File: src/rtl/core/ook_pwd_pkg.sv
package ook_pwd_pkg;

  localparam int DUR_W      = 20;
  localparam int TOL_W      = 7;
  localparam int CODE_W     = 32;
  localparam int BITS_W     = 6;
  localparam int UNIT_OUT_W = 15;
  localparam int IDX_W      = 8;
  localparam int PCT_DIV    = 100;

  localparam logic [TOL_W-1:0] TOL_RESET = 7'd60;
  localparam logic [IDX_W-1:0] IDX_MAX   = 8'd255;
  localparam logic [IDX_W-1:0] FIRST_POS = 8'd3;
  localparam logic [IDX_W-1:0] LAST_POS  = 8'd254;
  localparam logic [IDX_W-1:0] STORE_MIN = 8'd6;

  localparam int CLS_SHORT = 0;
  localparam int CLS_LONG  = 1;

  localparam logic [1:0] SLOT_CHECK = 2'd3;

  typedef struct packed {
    logic [DUR_W-1:0] duration;
    logic             frame_start;
    logic             frame_end;
  } ook_pwd_in_t;

  typedef struct packed {
    logic [CODE_W-1:0]     code;
    logic [BITS_W-1:0]     bit_count;
    logic [UNIT_OUT_W-1:0] unit_delay;
    logic                  stored;
    logic                  decoded;
  } ook_pwd_out_t;

  typedef enum logic [1:0] {
    KIND_SYNC,
    KIND_SKIP,
    KIND_SLOT,
    KIND_CHECK
  } ook_pwd_kind_t;

  typedef struct packed {
    logic [DUR_W-1:0]  duration;
    ook_pwd_kind_t     kind;
    logic [1:0]        slot;
    logic              last;
    logic [BITS_W-1:0] bit_count;
    logic              stored;
  } ook_pwd_entry_t;

  typedef struct packed {
    logic           valid;
    ook_pwd_entry_t entry;
  } ook_pwd_head_t;

  typedef enum logic [1:0] {
    BK_RUN,
    BK_UNIT,
    BK_WIN
  } ook_pwd_bstate_t;

endpackage

File: src/rtl/core/ook_pwd_front.sv
module ook_pwd_front (
  input  logic                        clk,
  input  logic                        rst_n,
  input  logic                        in_valid,
  output logic                        in_ready,
  input  ook_pwd_pkg::ook_pwd_in_t    in_data,
  input  logic                        q_full,
  output logic                        push,
  output ook_pwd_pkg::ook_pwd_entry_t push_entry
);
  import ook_pwd_pkg::*;

  logic [IDX_W-1:0] idx_r;
  logic [IDX_W-1:0] idx_nxt;
  logic [IDX_W-1:0] pos;
  logic [IDX_W-1:0] pos_inc;
  logic [IDX_W-1:0] off;

  assign in_ready = !q_full;
  assign push     = in_valid && in_ready;

  always_comb begin
    pos     = in_data.frame_start ? '0 : idx_r;
    pos_inc = (pos == IDX_MAX) ? pos : pos + 1'b1;
    off     = pos - FIRST_POS;

    push_entry.duration  = in_data.duration;
    push_entry.slot      = off[1:0];
    push_entry.last      = in_data.frame_end;
    push_entry.bit_count = pos_inc[IDX_W-1:2];
    push_entry.stored    = pos_inc > STORE_MIN;

    if (pos == '0) begin
      push_entry.kind = KIND_SYNC;
    end else if (pos inside {[FIRST_POS:LAST_POS]}) begin
      push_entry.kind = (off[1:0] == SLOT_CHECK) ? KIND_CHECK : KIND_SLOT;
    end else begin
      push_entry.kind = KIND_SKIP;
    end

    idx_nxt = idx_r;
    if (push) begin
      idx_nxt = in_data.frame_end ? '0 : pos_inc;
    end
  end

  always_ff @(posedge clk) begin
    if (!rst_n) begin
      idx_r <= '0;
    end else begin
      idx_r <= idx_nxt;
    end
  end

endmodule

File: src/rtl/core/ook_pwd_fifo.sv
module ook_pwd_fifo #(
  parameter int DEPTH = 4
) (
  input  logic                        clk,
  input  logic                        rst_n,
  input  logic                        push,
  input  ook_pwd_pkg::ook_pwd_entry_t push_entry,
  output logic                        full,
  output ook_pwd_pkg::ook_pwd_head_t  head,
  input  logic                        pop
);
  import ook_pwd_pkg::*;

  localparam int AW    = (DEPTH > 1) ? $clog2(DEPTH) : 1;
  localparam int CNT_W = $clog2(DEPTH + 1);

  ook_pwd_entry_t   mem_r [DEPTH];
  logic [AW-1:0]    wr_ptr_r, wr_ptr_nxt;
  logic [AW-1:0]    rd_ptr_r, rd_ptr_nxt;
  logic [CNT_W-1:0] count_r, count_nxt;

  assign full = (count_r == CNT_W'(DEPTH));
  assign head = {(count_r != '0), mem_r[rd_ptr_r]};

  always_comb begin
    wr_ptr_nxt = wr_ptr_r;
    rd_ptr_nxt = rd_ptr_r;
    count_nxt  = count_r;
    if (push) begin
      wr_ptr_nxt = (wr_ptr_r == AW'(DEPTH - 1)) ? '0 : wr_ptr_r + 1'b1;
    end
    if (pop) begin
      rd_ptr_nxt = (rd_ptr_r == AW'(DEPTH - 1)) ? '0 : rd_ptr_r + 1'b1;
    end
    if (push && !pop) begin
      count_nxt = count_r + 1'b1;
    end else if (pop && !push) begin
      count_nxt = count_r - 1'b1;
    end
  end

  always_ff @(posedge clk) begin
    if (push) begin
      mem_r[wr_ptr_r] <= push_entry;
    end
  end

  always_ff @(posedge clk) begin
    if (!rst_n) begin
      wr_ptr_r <= '0;
      rd_ptr_r <= '0;
      count_r  <= '0;
    end else begin
      wr_ptr_r <= wr_ptr_nxt;
      rd_ptr_r <= rd_ptr_nxt;
      count_r  <= count_nxt;
    end
  end

endmodule

File: src/rtl/core/ook_pwd_back.sv
module ook_pwd_back #(
  parameter int CODE_BITS  = 32,
  parameter int SYNC_RATIO = 38,
  parameter int LONG_RATIO = 5
) (
  input  logic                              clk,
  input  logic                              rst_n,
  input  logic [ook_pwd_pkg::TOL_W-1:0]     tolerance,
  input  ook_pwd_pkg::ook_pwd_head_t        head,
  output logic                              pop,
  output logic                              out_valid,
  input  logic                              out_ready,
  output ook_pwd_pkg::ook_pwd_out_t         out_data
);
  import ook_pwd_pkg::*;

  localparam int UNIT_W = $clog2(((1 << DUR_W) - 1) / SYNC_RATIO + 1);
  localparam int M1_SH  = DUR_W + 8;
  localparam int M1_W   = M1_SH + 1;
  localparam logic [M1_W-1:0] M1 =
    M1_W'(((longint'(1) << M1_SH) + SYNC_RATIO - 1) / SYNC_RATIO);
  localparam int P1_W   = DUR_W + M1_W;
  localparam int WP_W   = UNIT_W + TOL_W;
  localparam int M2_SH  = WP_W + 7;
  localparam int M2_W   = M2_SH - 6;
  localparam logic [M2_W-1:0] M2 =
    M2_W'(((longint'(1) << M2_SH) + PCT_DIV - 1) / PCT_DIV);
  localparam int P2_W   = WP_W + M2_W;
  localparam int WIN_W  = UNIT_W + 1;
  localparam int LONG_W = UNIT_W + $clog2(LONG_RATIO + 1);
  localparam int CMP_W  = ((LONG_W > DUR_W) ? LONG_W : DUR_W) + 2;

  ook_pwd_bstate_t       state_r, state_nxt;
  logic [P1_W-1:0]       prod1_r, prod1_nxt;
  logic [WP_W-1:0]       prod2_r, prod2_nxt;
  logic [UNIT_W-1:0]     unit_r, unit_nxt;
  logic [WIN_W-1:0]      win_r, win_nxt;
  logic [LONG_W-1:0]     long_r, long_nxt;
  logic [2:0][1:0]       grp_r, grp_nxt;
  logic [CODE_BITS-1:0]  shift_r, shift_nxt;
  logic                  failed_r, failed_nxt;
  logic                  pend_last_r, pend_last_nxt;
  logic [BITS_W-1:0]     pend_bits_r, pend_bits_nxt;
  logic                  pend_stored_r, pend_stored_nxt;
  logic                  out_valid_r, out_valid_nxt;
  ook_pwd_out_t          out_r, out_nxt;

  logic                  out_free;
  logic                  out_load;
  logic [P2_W-1:0]       win_prod;
  logic [UNIT_W-1:0]     unit_calc;
  logic [1:0]            cls;
  logic                  is_zero, is_one;
  logic [CODE_BITS-1:0]  code_val;
  logic [BITS_W-1:0]     res_bits;
  logic                  res_stored;

  function automatic logic in_rng(input logic [CMP_W-1:0] d, input logic [CMP_W-1:0] c,
                                  input logic [CMP_W-1:0] w);
    return (d + w > c) && (d < c + w);
  endfunction

  assign out_free  = !out_valid_r || out_ready;
  assign out_valid = out_valid_r;
  assign out_data  = out_r;

  assign unit_calc = UNIT_W'(prod1_r >> M1_SH);
  assign win_prod  = P2_W'(prod2_r) * P2_W'(M2);

  always_comb begin
    cls[CLS_SHORT] = in_rng(CMP_W'(head.entry.duration), CMP_W'(unit_r), CMP_W'(win_r));
    cls[CLS_LONG]  = in_rng(CMP_W'(head.entry.duration), CMP_W'(long_r), CMP_W'(win_r));
    is_zero = grp_r[0][CLS_SHORT] && grp_r[1][CLS_SHORT] && grp_r[2][CLS_SHORT] &&
              cls[CLS_LONG];
    is_one  = grp_r[0][CLS_SHORT] && grp_r[1][CLS_LONG] && grp_r[2][CLS_SHORT] &&
              cls[CLS_SHORT];
  end

  // next state
  always_comb begin
    state_nxt = state_r;
    case (state_r)
      BK_RUN: begin
        if (head.valid && head.entry.kind == KIND_SYNC) begin
          state_nxt = BK_UNIT;
        end
      end
      BK_UNIT: begin
        state_nxt = BK_WIN;
      end
      BK_WIN: begin
        if (!pend_last_r || out_free) begin
          state_nxt = BK_RUN;
        end
      end
      default: begin
        state_nxt = BK_RUN;
      end
    endcase
  end

  // datapath and outputs
  always_comb begin
    pop             = 1'b0;
    out_load        = 1'b0;
    prod1_nxt       = prod1_r;
    prod2_nxt       = prod2_r;
    unit_nxt        = unit_r;
    win_nxt         = win_r;
    long_nxt        = long_r;
    grp_nxt         = grp_r;
    shift_nxt       = shift_r;
    failed_nxt      = failed_r;
    pend_last_nxt   = pend_last_r;
    pend_bits_nxt   = pend_bits_r;
    pend_stored_nxt = pend_stored_r;
    res_bits        = head.entry.bit_count;
    res_stored      = head.entry.stored;

    case (state_r)
      BK_RUN: begin
        if (head.valid && head.entry.kind == KIND_SYNC) begin
          pop             = 1'b1;
          prod1_nxt       = P1_W'(head.entry.duration) * P1_W'(M1);
          grp_nxt         = '0;
          shift_nxt       = '0;
          failed_nxt      = 1'b0;
          pend_last_nxt   = head.entry.last;
          pend_bits_nxt   = head.entry.bit_count;
          pend_stored_nxt = head.entry.stored;
        end else if (head.valid && (!head.entry.last || out_free)) begin
          pop      = 1'b1;
          out_load = head.entry.last;
          case (head.entry.kind)
            KIND_SLOT: begin
              case (head.entry.slot)
                2'd0:    grp_nxt[0] = cls;
                2'd1:    grp_nxt[1] = cls;
                default: grp_nxt[2] = cls;
              endcase
            end
            KIND_CHECK: begin
              if (!failed_r) begin
                if (is_zero || is_one) begin
                  shift_nxt = {shift_r[CODE_BITS-2:0], !is_zero};
                end else begin
                  failed_nxt = 1'b1;
                  shift_nxt  = '0;
                end
              end
            end
            default: begin
            end
          endcase
        end
      end
      BK_UNIT: begin
        unit_nxt  = unit_calc;
        prod2_nxt = WP_W'(unit_calc) * WP_W'(tolerance);
      end
      BK_WIN: begin
        win_nxt    = WIN_W'(win_prod >> M2_SH);
        long_nxt   = LONG_W'(unit_r) * LONG_W'(LONG_RATIO);
        res_bits   = pend_bits_r;
        res_stored = pend_stored_r;
        out_load   = pend_last_r && out_free;
      end
      default: begin
      end
    endcase

    code_val          = failed_nxt ? '0 : shift_nxt;
    out_nxt.code      = CODE_W'(code_val);
    out_nxt.bit_count = res_bits;
    out_nxt.unit_delay = UNIT_OUT_W'(unit_r);
    out_nxt.stored    = res_stored;
    out_nxt.decoded   = (CODE_W'(code_val) != '0);

    if (out_load) begin
      out_valid_nxt = 1'b1;
    end else if (out_ready) begin
      out_valid_nxt = 1'b0;
    end else begin
      out_valid_nxt = out_valid_r;
    end
  end

  always_ff @(posedge clk) begin
    prod1_r       <= prod1_nxt;
    prod2_r       <= prod2_nxt;
    pend_bits_r   <= pend_bits_nxt;
    pend_stored_r <= pend_stored_nxt;
    if (out_load) begin
      out_r <= out_nxt;
    end
  end

  always_ff @(posedge clk) begin
    if (!rst_n) begin
      state_r     <= BK_RUN;
      unit_r      <= '0;
      win_r       <= '0;
      long_r      <= '0;
      grp_r       <= '0;
      shift_r     <= '0;
      failed_r    <= 1'b0;
      pend_last_r <= 1'b0;
      out_valid_r <= 1'b0;
    end else begin
      state_r     <= state_nxt;
      unit_r      <= unit_nxt;
      win_r       <= win_nxt;
      long_r      <= long_nxt;
      grp_r       <= grp_nxt;
      shift_r     <= shift_nxt;
      failed_r    <= failed_nxt;
      pend_last_r <= pend_last_nxt;
      out_valid_r <= out_valid_nxt;
    end
  end

endmodule

File: src/rtl/core/ook_pulse_width_decoder.sv
// OOK pulse-width decoder. Each request carries one measured edge-to-edge
// duration; the sync gap opens a frame and fixes the unit delay (sync/SYNC_RATIO)
// and the tolerance window (unit * cfg_wdata percent). Groups of four durations
// from the fourth on decode to 0 (short,short,short,long) or 1 (short,long,short,short);
// one result leaves on the request marked frame_end. A front end tags each request
// with its frame position and writes it to a QUEUE_DEPTH-entry queue; the back end
// classifies and shifts one request per cycle unless a frame_end request waits for
// the output to be taken. The sync request holds the back end through the reciprocal
// multiply for the unit, then the window product; the queue takes requests at one per
// cycle meanwhile while it is not full. Each result is registered in the back end.
module ook_pulse_width_decoder #(
  parameter int CODE_BITS   = 32,
  parameter int SYNC_RATIO  = 38,
  parameter int LONG_RATIO  = 5,
  parameter int QUEUE_DEPTH = 4
) (
  input  logic                          clk,
  input  logic                          rst_n,
  input  logic                          in_valid,
  output logic                          in_ready,
  input  ook_pwd_pkg::ook_pwd_in_t      in_data,
  output logic                          out_valid,
  input  logic                          out_ready,
  output ook_pwd_pkg::ook_pwd_out_t     out_data,
  input  logic                          cfg_we,
  input  logic [ook_pwd_pkg::TOL_W-1:0] cfg_wdata
);
  import ook_pwd_pkg::*;

  logic [TOL_W-1:0] tol_r;
  logic [TOL_W-1:0] tol_nxt;
  logic             q_full;
  logic             push;
  logic             pop;
  ook_pwd_entry_t   push_entry;
  ook_pwd_head_t    head;

  assign tol_nxt = cfg_we ? cfg_wdata : tol_r;

  always_ff @(posedge clk) begin
    if (!rst_n) begin
      tol_r <= TOL_RESET;
    end else begin
      tol_r <= tol_nxt;
    end
  end

  ook_pwd_front u_front (
    .clk        (clk),
    .rst_n      (rst_n),
    .in_valid   (in_valid),
    .in_ready   (in_ready),
    .in_data    (in_data),
    .q_full     (q_full),
    .push       (push),
    .push_entry (push_entry)
  );

  ook_pwd_fifo #(
    .DEPTH (QUEUE_DEPTH)
  ) u_fifo (
    .clk        (clk),
    .rst_n      (rst_n),
    .push       (push),
    .push_entry (push_entry),
    .full       (q_full),
    .head       (head),
    .pop        (pop)
  );

  ook_pwd_back #(
    .CODE_BITS  (CODE_BITS),
    .SYNC_RATIO (SYNC_RATIO),
    .LONG_RATIO (LONG_RATIO)
  ) u_back (
    .clk       (clk),
    .rst_n     (rst_n),
    .tolerance (tol_r),
    .head      (head),
    .pop       (pop),
    .out_valid (out_valid),
    .out_ready (out_ready),
    .out_data  (out_data)
  );

  a_no_push_full: assert property (@(posedge clk) disable iff (!rst_n)
    push |-> !q_full)
    else $error("push into full queue");

  a_no_pop_empty: assert property (@(posedge clk) disable iff (!rst_n)
    pop |-> head.valid)
    else $error("pop from empty queue");

  a_decoded_code: assert property (@(posedge clk) disable iff (!rst_n)
    out_valid |-> (out_data.decoded == (out_data.code != '0)))
    else $error("decoded flag disagrees with code");

  a_short_frame: assert property (@(posedge clk) disable iff (!rst_n)
    (out_valid && out_data.bit_count == '0) |-> (out_data.code == '0 && !out_data.stored))
    else $error("frame without a full group reports a code");

endmodule

File: config.mk
export PLATFORM = sky130hd
export DESIGN_NAME = ook_pulse_width_decoder
export DESIGN_NICKNAME = d
export VERILOG_FILES = /design/src/rtl/core/ook_pwd_pkg.sv /design/src/rtl/core/ook_pwd_front.sv /design/src/rtl/core/ook_pwd_fifo.sv /design/src/rtl/core/ook_pwd_back.sv /design/src/rtl/core/ook_pulse_width_decoder.sv
export SDC_FILE = /design/constraint.sdc
export NUM_CORES = 2
export LEC_CHECK = 0
export BUFFER_PORTS_ARGS = -buffer_cell sky130_fd_sc_hd__buf_2
export CAP_MARGIN = 20
export CELL_PAD_IN_SITES_DETAIL_PLACEMENT = 1
export CELL_PAD_IN_SITES_GLOBAL_PLACEMENT = 2
export CORE_MARGIN = 3
export CORE_UTILIZATION = 47
export CTS_CLUSTER_DIAMETER = 150
export DETAILED_ROUTE_END_ITERATION = 12
export GPL_ROUTABILITY_DRIVEN = 0
export PLACE_DENSITY = 0.91
export SYNTH_ARGS = -nofsm -noshare
export SYNTH_HDL_FRONTEND = slang
export SYNTH_SLANG_ARGS = --single-unit
File: constraint.sdc
create_clock -name clk -period 20.9 [get_ports clk]
set_clock_uncertainty 0.2 [all_clocks]
set_input_delay 6.27 -clock clk [delete_from_list [all_inputs] [get_ports clk]]
set_output_delay 6.27 -clock clk [all_outputs]
set_load 0.01 [all_outputs]
Word-level counts from Yosys, hierarchy flattened --
Memories as Yosys holds them, arrays and structs flattened. A register that Yosys moved wholly into a read port is not among the register bits. Index checks and enable logic that the tools add are counted. Widths: inputs -> output; s select.
Storage, ports and cells: flip-flop bits (word level) 239, RAM bits 128, bits of input ports 34, output and inout bits 57, logic and storage cells 149, memories 1
Memory list:
- u_fifo.mem_r | depth 4, width 32, read ports 1, clocked after Yosys merged registers in 1, write ports 1, RTL line ook_pwd_fifo.sv:17 | ook_pwd_entry_t mem_r [DEPTH];
Cells by class: $add $sub $neg 9, multipliers 4, magnitude comparators 7, eq/ne operators 13, mux-type cells 46, reductions and logical operators 44
Operator list (number):
- $mux 32 | 7
- $lt 20x22->1 | 2
- $mul 22x22->44 const B | 1
- $mul 20x23->43 const B | 1
- $reduce_bool 32->1 | 1
- $mux 8 | 3
- $gt 22x15->1 | 1
- $gt 22x18->1 | 1
- $mul 15x7->22 | 1
- $add 20x16->21 | 1
- $mux 2 | 10
- $add 18x16->19 | 1
- $mul 15x3->18 const B | 1
- $mux 1 | 18
- $add 15x16->17 | 1
- $logic_and 1x1->1 | 15
- $mux 5 | 3
- $eq 2x2->1 const B | 6
- $reduce_and 4->1 | 3
- $reduce_bool 2->1 | 6
- $add 8x1->8 const B | 1
- $eq 8x8->1 const B | 1
- $ge 8x2->1 const B | 1
- $gt 8x3->1 const B | 1
- 19 further kinds | 36

Depth between registers and ports, before layout --
depth after elaboration 13, gate-level depth with buffers 29, mapped depth without buffers 26

By module --
From an unflattened synthesis, not the netlist that was laid out.
Second synthesis, totals: cell total of the unflattened synthesis 3293, area total of the unflattened synthesis 36188.5 µm²
Modules (own cells, without submodules):
- ook_pwd_back | instances 1, cells an instance 2942, area an instance 29878.7 µm², sequential area each 4774.6 µm²
- ook_pwd_fifo | instances 1, cells an instance 211, area an instance 5117.4 µm², sequential area each 4023.9 µm²
- ook_pwd_front | instances 1, cells an instance 118, area an instance 937.1 µm², sequential area each 160.2 µm²
- ook_pulse_width_decoder | instances 1, cells an instance 22, area an instance 255.2 µm², sequential area each 140.1 µm²

Worst setup path before layout --
OpenSTA, ideal clock, no wires.
kind in2reg, from in out_ready, to reg u_back.out_r, in the netlist u_back.out_data[0], enable pin, library setup time 538 ps, arrival 10127 ps, data required time 20162 ps, setup slack 10035 ps, stages 2, buffers on the path 0, cells stage by stage nor2b_1 > nor3_1
On the way: word-level cells in the longest chain between the ends 6, elaborated cells on any way between the ends 7, classes of those cells 3 x mux; 4 x reduce/logical
Ends and longest elaborated chain:
- start, declared | RTL line ook_pulse_width_decoder.sv:23 | input logic out_ready,
- $logic_or 1x1->1 (*) | RTL line ook_pwd_back.sv:63 | assign out_free = !out_valid_r || out_ready;
- $logic_or 1x1->1 | RTL line ook_pwd_back.sv:131 | end else if (head.valid && (!head.entry.last || out_free)) begin
- $logic_and 1x1->1 | RTL line ook_pwd_back.sv:131
- $mux 1 | RTL line ook_pwd_back.sv:131
- $mux 1 | RTL line ook_pwd_back.sv:122 | if (head.valid && head.entry.kind == KIND_SYNC) begin
- $pmux 1 s2 (*) | RTL line ook_pwd_back.sv:120 | case (state_r)
- via u_back.out_load | RTL line ook_pwd_back.sv:49 | logic out_load;
- end signal, assigned | RTL line ook_pwd_back.sv:194 | out_r <= out_nxt;
- end, declared | RTL line ook_pwd_back.sv:46 | ook_pwd_out_t out_r, out_nxt;
The timed path passes the listed nets; every way through them passes the cells marked *. A chain may end at the register's enable or synchronous reset.

==> summary.txt <==
Outcome
  – Outcome: finished clean

Yosys
  – Share of flip-flops with an asynchronous set or reset: 0
  – Post-Syn Instances: 3,274
  – Mapped Nets: 4,366
  – Syn avg cell area: 10.82 µm²
  – Largest area contributor in the synthesized netlist: fa_1
  – Area contributors post-synth: fa_1 23%, ha_1 23%, edfxtp_1 19%
  – Number of synthesized flops with an enable pin: 227
  – Main synth FF type: edfxtp_1
  – Ys Warns: 0
  – Post-synth top area share: 0.2339
  – Seq cells post-synth: 341
  – Seq/Total Area, Yosys: 0.2568
  – Netlist cell types: 71
  – Synth Cell Area: 0.03543 mm²

Setup path
  – Worst path bufs/invs: 1
  – Worst path required time: 21.00 ns
  – Crit path top cell by count: nand4_1
  – Critical path class: input pin to flip-flop
  – Slowest cell delay on critical path: 0.57 ns
  – CP max-delay cell: or4_1
  – Crit start category: input pin
  – CP Capture Type: flip-flop
  – Crit-path max FO: 10
  – Worst path depth: 8
  – Crit path from: in_data[1]
  – Worst Reg-to-Reg Cells: 23
  – CP arrival: 8.87 ns
  – Worst path top cell family by delay: simple AND/OR/NAND/NOR gates
  – CP Cell Sequence: buf_2 -> nor2b_1 -> ha_1 -> nand4_1 -> nand4_1 -> xnor2_1 -> or4_1 -> or3_1

Clock tree
  – CTS buffer count: 40
  – Worst-Skew Late Latency: 0.57 ns
  – CTS Hold Bufs: 0
  – CTS tree: yes
  – Cts repair resizes: 0
  – CTS H-tree depth: 2
  – Worst-path clk slew: 0.06 ns
  – TritonCTS Sinks: 341
  – CTS root buf: clkbuf_16
  – Post-CTS Setup Repair Bufs: 0
  – Clock buffer depth: 3

Die
  – Die height: 280.6 µm
  – Die area: 0.07871 mm²
  – Core area: 0.07457 mm²
  – Initial Utilization: 0.4751
  – Cell Rows: 100
  – Number of top-level pins: 91
  – Die width: 280.6 µm

Place
  – Detailed Place HPWL: 73,510 µm
  – PortBufs: 90
  – Placed insts: 4,290

Timing
  – Tmin final: 8.775 ns
  – RSZ-0062 raised after global routing: false
  – Setup TNS: 0 ns
  – Tcrit/Tclk final: 0.4199
  – Setup violations, final: 0
  – Worst slew pin tran: 0.8944 ns
  – Slew margin rel.: 0.3982
  – Final hold viol count: 0
  – Max Fclk: 0.1140 GHz
  – Fin. max-slew vios: 0

Detailed routing
  – DR iter-0 viols: 1,295
  – DR vias: 23.85k
  – Vias per cell: 5.460
  – Remaining antenna violation count: 0
  – Drt drc: 0
  – Overall routed net length: 91,640 µm
  – DRT Pass-1 Iters: 5
  – Avg WL per Cell: 20.98 µm

Final layout
  – Area Overhead vs Synth: 8.289%
  – Share of cells above drive strength 1: 0.06890
  – Final nets: 4,456
  – # fillers: 8,061
  – Non-filler cells, final: 4,367

Worst hold path
  – Hold_sp: u_back.long_r[17]
  – WHS Path Cells: 2
  – Worst Hold Class: flip-flop to flip-flop

Global routing
  – Number of global-route vias before repair: 26.60k
  – First-pass GRT wire length: 146,700 µm
  – Initial antenna violation count: 4
  – Total grt overflow: 0
  – Largest net degree at the start of global routing: 62
  – GR Util All Layers: 0.2405

Job
  – Max-cap viol count: 0
## worst register-to-register path: stages (launching register included)
cell and delay [ns]:
dfxtp_2 0.32, buf_4 0.53, mux4_2 0.86, ha_1 0.55, fa_1 0.51, fa_1 0.55
inv_1 0.06, fa_1 0.51, fa_1 0.52, inv_1 0.06, fa_1 0.48, fa_1 0.48
ha_1 0.30, o21ai_0 0.17, o21ai_0 0.13, a21oi_1 0.35, o211ai_1 0.17, o211ai_2 0.17
o21ai_2 0.15, o211ai_2 0.22, nand3_2 0.09, a31o_1 0.25, a21oi_2 0.16, xnor2_1 0.07
## area by class of cell
| cell class | count | area (µm²) | area share |
|---|---|---|---|
| Antenna cell | 2 | 5.005 | 0.0001305 |
| Clock buffer | 47 | 1069 | 0.02785 |
| Clock inverter | 27 | 287.8 | 0.007501 |
| Inverter | 610 | 2290 | 0.05968 |
| Multi-Input combinational cell | 2260 | 23790 | 0.6202 |
| Sequential cell | 341 | 9100 | 0.2372 |
| Tap cell | 969 | 1212 | 0.03160 |
| Timing Repair Buffer | 111 | 608.1 | 0.01585 |
## state kept, by name, indices dropped and copies added, names as in the netlist, 8 cells and up, named ones only
register,count
u_back.win_r,16
u_back.prod2_r,22
u_back.out_data,55
u_front.idx_r,8
u_back.unit_r,15
u_fifo.mem_r,128
u_back.shift_r,32
u_back.long_r,18
u_back.prod1_r,15
## worst paths after layout
path	to	slack [ns]
hold / removal	u_back.long_r[17]	0.29
setup reg to reg	u_back.prod1_r[42]	12.79
hold reg to reg	u_back.long_r[17]	0.29
setup / recovery	u_fifo.mem_r[3][0]	12.12
## placed cells by master, fill, tap and decap left out, types with 22 or more instances in the layout
| cell type | instances |
|---|---|
| dfxtp_1 | 113 |
| clkbuf_16 | 41 |
| nand2_1 | 223 |
| nand4_1 | 22 |
| and2_1 | 52 |
| inv_1 | 609 |
| ha_1 | 644 |
| a22oi_1 | 39 |
| xor2_1 | 37 |
| nor3_1 | 36 |
| nor2_1 | 157 |
| xnor2_1 | 73 |
| o21ai_0 | 83 |
| a21oi_1 | 123 |
| buf_2 | 90 |
| fa_1 | 414 |
| a21o_1 | 43 |
| edfxtp_1 | 227 |
| nand3_1 | 33 |
| nor2b_1 | 22 |
| mux4_2 | 32 |
## synth_stat cells (4+ instances only)
library cell  number
a21o_1            43
fa_1             414
dfxtp_1          114
o221ai_1           4
a22oi_1           39
nor3_1            37
nand2b_1          16
mux4_2            32
buf_2              7
o21ai_0           83
o211ai_1          10
and2_1            52
edfxtp_1         227
o21a_1            13
nor2b_1           23
nor4_1            14
a31oi_1           11
mux2i_1           13
o2111ai_1          6
o31ai_1            6
ha_1             644
buf_1              5
or3_1              8
o21bai_1          17
clkbuf_1          48
nor2_1           157
a21oi_1          123
inv_1            609
nand4_1           22
or2_2              8
o21ai_1            4
a21boi_0          14
xor2_1            37
nand2_1          223
a211oi_1          12
a211o_1            4
and3_1            16
xnor2_1           73
nand3_1           33
## metal layers
layer  vias to the layer above  GRT usage  share of wire
met5                         -          0              0
met2                       444     0.4049           0.48
met3                       118    0.02971          0.041
li1                      11170          -              -
met1                     12110     0.3308           0.46
met4                         0    0.06189          0.025
## metrics by stage
| stage | util | instance area, µm² | setup slack (ns) | hold slack, ns |
|---|---|---|---|---|
| 2_1_floorplan | - | 35430 | 10.03 | 0.2459 |
| 3_3_place_gp | 0.4961 | 37000 | 11.80 | 0.2779 |
| 3_5_place_dp | 0.4961 | 37000 | 11.68 | 0.2822 |
| 4_1_cts | 0.5143 | 38350 | 12.20 | 0.2903 |
| 5_1_grt | 0.5144 | 38360 | 12.02 | 0.3211 |
| 6_report | 0.5145 | 38360 | 12.12 | 0.2911 |
## cells by family after synthesis
kind of cell,count (synthesis),share of synthesized area
AO/OA/AOI/OAI,421,0.07621
AND/OR/NAND/NOR,626,0.08240
multiplexers,45,0.02402
adder cells (fa/ha/maj),1058,0.4614
XOR/XNOR,110,0.02719
buffers and inverters,673,0.07198
flip-flops,341,0.2568
Power is not shown: default switching activity piles up to over one toggle a cycle in this logic, so the estimate is an artifact.
